### src/hw/rtl/ccr_pkg.sv
`timescale 1ns / 1ps

package ccr_pkg;

  // Default number format: Q20.12 in a 32-bit word.
  localparam int unsigned WordBitsDef     = 32;
  localparam int unsigned FractionBitsDef = 12;

  // Field widths on the streaming ports.
  localparam int unsigned PosW = 32;
  localparam int unsigned RadW = 31;

  // Packed stream widths, rounded up to whole bytes.
  localparam int unsigned InDataW  = 192;
  localparam int unsigned OutDataW = 72;

endpackage

### src/hw/rtl/ccr_sqrt.sv
`timescale 1ns / 1ps

// Pipelined integer square root of (s << F), one result bit per stage.
// A negative s gives a root of zero. Side data travels alongside.
module ccr_sqrt #(
  parameter int unsigned W  = ccr_pkg::WordBitsDef,
  parameter int unsigned F  = ccr_pkg::FractionBitsDef,
  parameter int unsigned SW = 1
) (
  input  logic                clk_i,
  input  logic                rst_ni,
  input  logic                en_i,
  input  logic                valid_i,
  input  logic signed [W-1:0] s_i,
  input  logic [SW-1:0]       side_i,
  output logic                valid_o,
  output logic [W-1:0]        root_o,
  output logic [SW-1:0]       side_o
);

  localparam int unsigned RB = (W + F + 1) / 2;
  localparam int unsigned NB = 2 * RB;
  localparam int unsigned RW = RB + 3;

  logic [NB-1:0] n0;
  logic          v_q    [RB];
  logic [RW-1:0] rem_q  [RB];
  logic [RB-1:0] root_q [RB];
  logic [NB-1:0] n_q    [RB];
  logic [SW-1:0] side_q [RB];

  // Radicand scaled by the fraction bits; negative values clamp to zero.
  assign n0 = s_i[W-1] ? '0 : (NB'($unsigned(s_i)) << F);

  for (genvar k = 0; k < RB; k++) begin : g_stage
    logic          pv;
    logic [RW-1:0] prem;
    logic [RB-1:0] proot;
    logic [NB-1:0] pn;
    logic [SW-1:0] pside;
    logic [RW-1:0] remsh;
    logic [RW-1:0] trial;
    logic          ge;

    if (k == 0) begin : g_first
      assign pv    = valid_i;
      assign prem  = '0;
      assign proot = '0;
      assign pn    = n0;
      assign pside = side_i;
    end else begin : g_next
      assign pv    = v_q[k-1];
      assign prem  = rem_q[k-1];
      assign proot = root_q[k-1];
      assign pn    = n_q[k-1];
      assign pside = side_q[k-1];
    end

    // Bring down two radicand bits and try the next root bit.
    assign remsh = {prem[RW-3:0], pn[NB-1 -: 2]};
    assign trial = RW'({proot, 2'b01});
    assign ge    = remsh >= trial;

    always_ff @(posedge clk_i or negedge rst_ni) begin
      if (!rst_ni) begin
        v_q[k] <= 1'b0;
      end else if (en_i) begin
        v_q[k] <= pv;
      end
    end

    always_ff @(posedge clk_i) begin
      if (en_i) begin
        rem_q[k]  <= ge ? remsh - trial : remsh;
        root_q[k] <= {proot[RB-2:0], ge};
        n_q[k]    <= pn << 2;
        side_q[k] <= pside;
      end
    end
  end

  assign valid_o = v_q[RB-1];
  assign root_o  = W'(root_q[RB-1]);
  assign side_o  = side_q[RB-1];

endmodule

### config.mk
export PLATFORM = sky130hd
export DESIGN_NAME = ccr_sqrt
export DESIGN_NICKNAME = d
export VERILOG_FILES = /design/src/hw/rtl/ccr_pkg.sv /design/src/hw/rtl/ccr_sqrt.sv
export SDC_FILE = /design/constraint.sdc
export NUM_CORES = 2
export LEC_CHECK = 0
export BUFFER_PORTS_ARGS = -buffer_cell sky130_fd_sc_hd__buf_2
export CORE_AREA = 4 4 374 376
export DETAILED_ROUTE_END_ITERATION = 16
export DIE_AREA = 0 0 378 380
export SLEW_MARGIN = 0
export SYNTH_ARGS = -nofsm -noshare
export SYNTH_HDL_FRONTEND = slang
export SYNTH_SLANG_ARGS = --single-unit
### constraint.sdc
create_clock -name clk_i -period 6.2 [get_ports clk_i]
set_input_delay 0.93 -clock clk_i [delete_from_list [all_inputs] [get_ports clk_i]]
set_output_delay 0.93 -clock clk_i [all_outputs]
set_load 0.03 [all_outputs]
==> flow_summary.ini <==
[status]
status = finished, final reports clean

[placement]
hpwl_um = 58970
portBuffers = 60
place_inst = 5587
gp_congestion = 0.8632
placed_area_mm2 = 0.05000
dp_slack_ps = 2416

[sta]
period_share_pct = 60.78
relSlewSlack_pct = 22.35
worst_pin_slew_ps = 1165
slew_violations = 0
rsz0062_at_grt = no
fin_skew_ps = 51.40
finalHoldViolCount = 0
setup_viol = 0
fmax_ghz = 0.2654
min_period_ps = 3769
tns_ps = 0
layout_setup_ws_ps = 2431

[clock_tree]
cts.htree.levels = 3
cts_tree = built
cts_resized = 0
clkSlewWorstSetupHoldPaths_ps = 60
clock_sinks = 981
root_buffer = clkbuf_16
postCtsHoldBufs = 0
post_cts_buffers = 0
cts_buffers = 106
cts_buffer_depth = 3
clk_latency_ps = 730

[die]
die_h_um = 380
num_rows = 136
core_area_mm2 = 0.1368
dieWidth_um = 378
die_area_mm2 = 0.1436
ios = 71
start_util_pct = 34.77

[routing]
drtIter0Drc = 1705
drt-total-wl_um = 83040
drc = 0
ant_nets = 0
avgViaCountPerCell = 4.772
wl_per_cell_um = 14.37
vias = 27567
drt_first_pass_iters = 5

[synth]
synth_flop_cell = edfxtp_1
syn_inst = 3781
ys_seq_area_share_pct = 61.70
avgSynthCellArea_um2 = 12.58
synth_seq_cells = 981
synth_edf_count = 959
synthArstFlopShare_pct = 2.243
yosysWarnings = 0
syn_area_mm2 = 0.04757
ys_types = 91

[critical_path]
cp-end-kind = register
reg2reg_slack_ps = 2430
required_ps = 6620
worstSetupPathType = reg2reg
timing.rr.end = rem_q[4][83]
cp_max_fo = 36
r2r_start = rem_q[4][50]
rr_worst_depth = 9
start_kind = register
arrival_ps = 4190

[power_and_ir_drop]
peakVddDrop_uv = 255.8
power_density_mw_per_mm2 = 339.0
p_leak_uw = 0.02046

[cells_and_area]
fin_cells = 5777
synthToLayoutAreaGrowth_pct = 11.95
final_util_pct = 38.92
multi_input_area_mm2 = 0.01667
n_antenna_cell = 0
final_nets = 4206
drive_gt1_share_pct = 8.310
seqCellArea_mm2 = 0.02935
fill_cells = 12978
final_area_mm2 = 0.05325

[min_path]
hp-class = in2async

[global_route]
grtUsageTotal_pct = 11.55
overflow = 0
grt_pass1_vias = 27365
grt_pass1_wl_um = 137100
antenna_found_initial = 0
grt_max_degree = 160

[run]
maxCapViolCount = 0
-- power by group --
group,switching [µW],internal (µW)
clock network,2550,3330
registers,520,8380
logic,1820,1450
-- cells in the final DEF (no fill, tap or decap), types with 24 or more instances in the layout --
cell type  count
a21o_1        81
a21oi_1      224
buf_2         59
clkbuf_16    107
clkinv_1      27
edfxtp_1     959
ha_1         263
inv_1        325
mux2_2        61
nand2_1      258
nand2b_1      49
nand3_1       49
nand4_1       27
nor2_1       261
nor2b_1       70
nor3_1        94
nor4_1        46
o21a_1        46
o21ai_0      196
o31ai_1       24
or3_1         41
xnor2_1      163
xor2_1       169
-- cell usage after synthesis (all sizes together), types with 48 or more instances --
cell    instances  area (µm²)
ha            263        3291
o21ai         206        1031
xor2          169        1480
nand2         258       968.4
edfxtp        959       28800
xnor2         163        1428
nand3          50       255.3
nor2          262       986.0
nand2b         49       306.5
nor4           48       330.3
mux2           62       698.2
a21oi         227        1147
inv           329        1235
nor3           99       515.5
nor2b          70       437.9
a21o           81       608.1
-- registers in the layout, summed over array words and instances, names as in the netlist --
register,count
g_stage.pv,21
n_q,240
rem_q,444
root_q,253
side_q,22
valid_o,1
-- cell families (layout without fill, tap and decap cells) --
family / Yosys count / after routing / synth area share, %
muxes: 69 / 69 / 1.615
DFF: 981 / 981 / 61.70
other: 1 / 11 / 0.007884
AOI/OAI and AO/OA: 731 / 731 / 9.749
buffers and inverters: 403 / 595 / 3.346
adders and majority gates: 268 / 268 / 7.129
and+or+nand+nor: 996 / 996 / 10.34
xor gates and xnor gates: 332 / 332 / 6.113
-- critical path: stages (launching register included) --
cell and delay (ps):
edfxtp_1 460, ha_1 330, a21oi_1 230, a2bb2oi_2 250
a2111oi_1 150, a2111o_1 460, nand2_1 80, a21oi_1 70
or4b_1 1000, mux2_2 480
-- per-layer routing --
layer / wire length (µm) / GRT usage (%)
met1: 36850 / 14.34
met2: 40600 / 20.05
met3: 3123 / 2.462
met5: 0 / 0
met4: 2458 / 3.677
-- through the flow --
stage | total power (µW) | hold WS, ps
finish | 18050 | 164.2
global route | 19110 | 151.1
CTS | 18300 | 103.8
detailed placement | 12310 | 404.5
global placement | 12250 | 400.1
floorplan | 11370 | 400.3
-- worst max path at each step --
stage / start / end / slack (ps) / cells past startpoint
after floorplan: rem_q[4][75] / rem_q[5][16] / 3040 / 11
after global placement: rem_q[4][75] / rem_q[5][20] / 2410 / 11
after detailed placement: rem_q[4][75] / rem_q[5][20] / 2420 / 11
after CTS: rem_q[4][50] / rem_q[4][83] / 2420 / 9
after global routing: rem_q[4][53] / rem_q[4][85] / 2110 / 9
final: rem_q[4][50] / rem_q[4][83] / 2430 / 9
-- layout make-up --
class	count	share of cell area [%]
clock buffer	126	5.162
clock inverter	64	0.9328
inverter	330	2.326
multi-input combinational	2407	31.31
sequential	981	55.12
tap	1794	4.215
timing repair buffer	75	0.9352
Note: power is estimated with default switching activity, not from simulation.
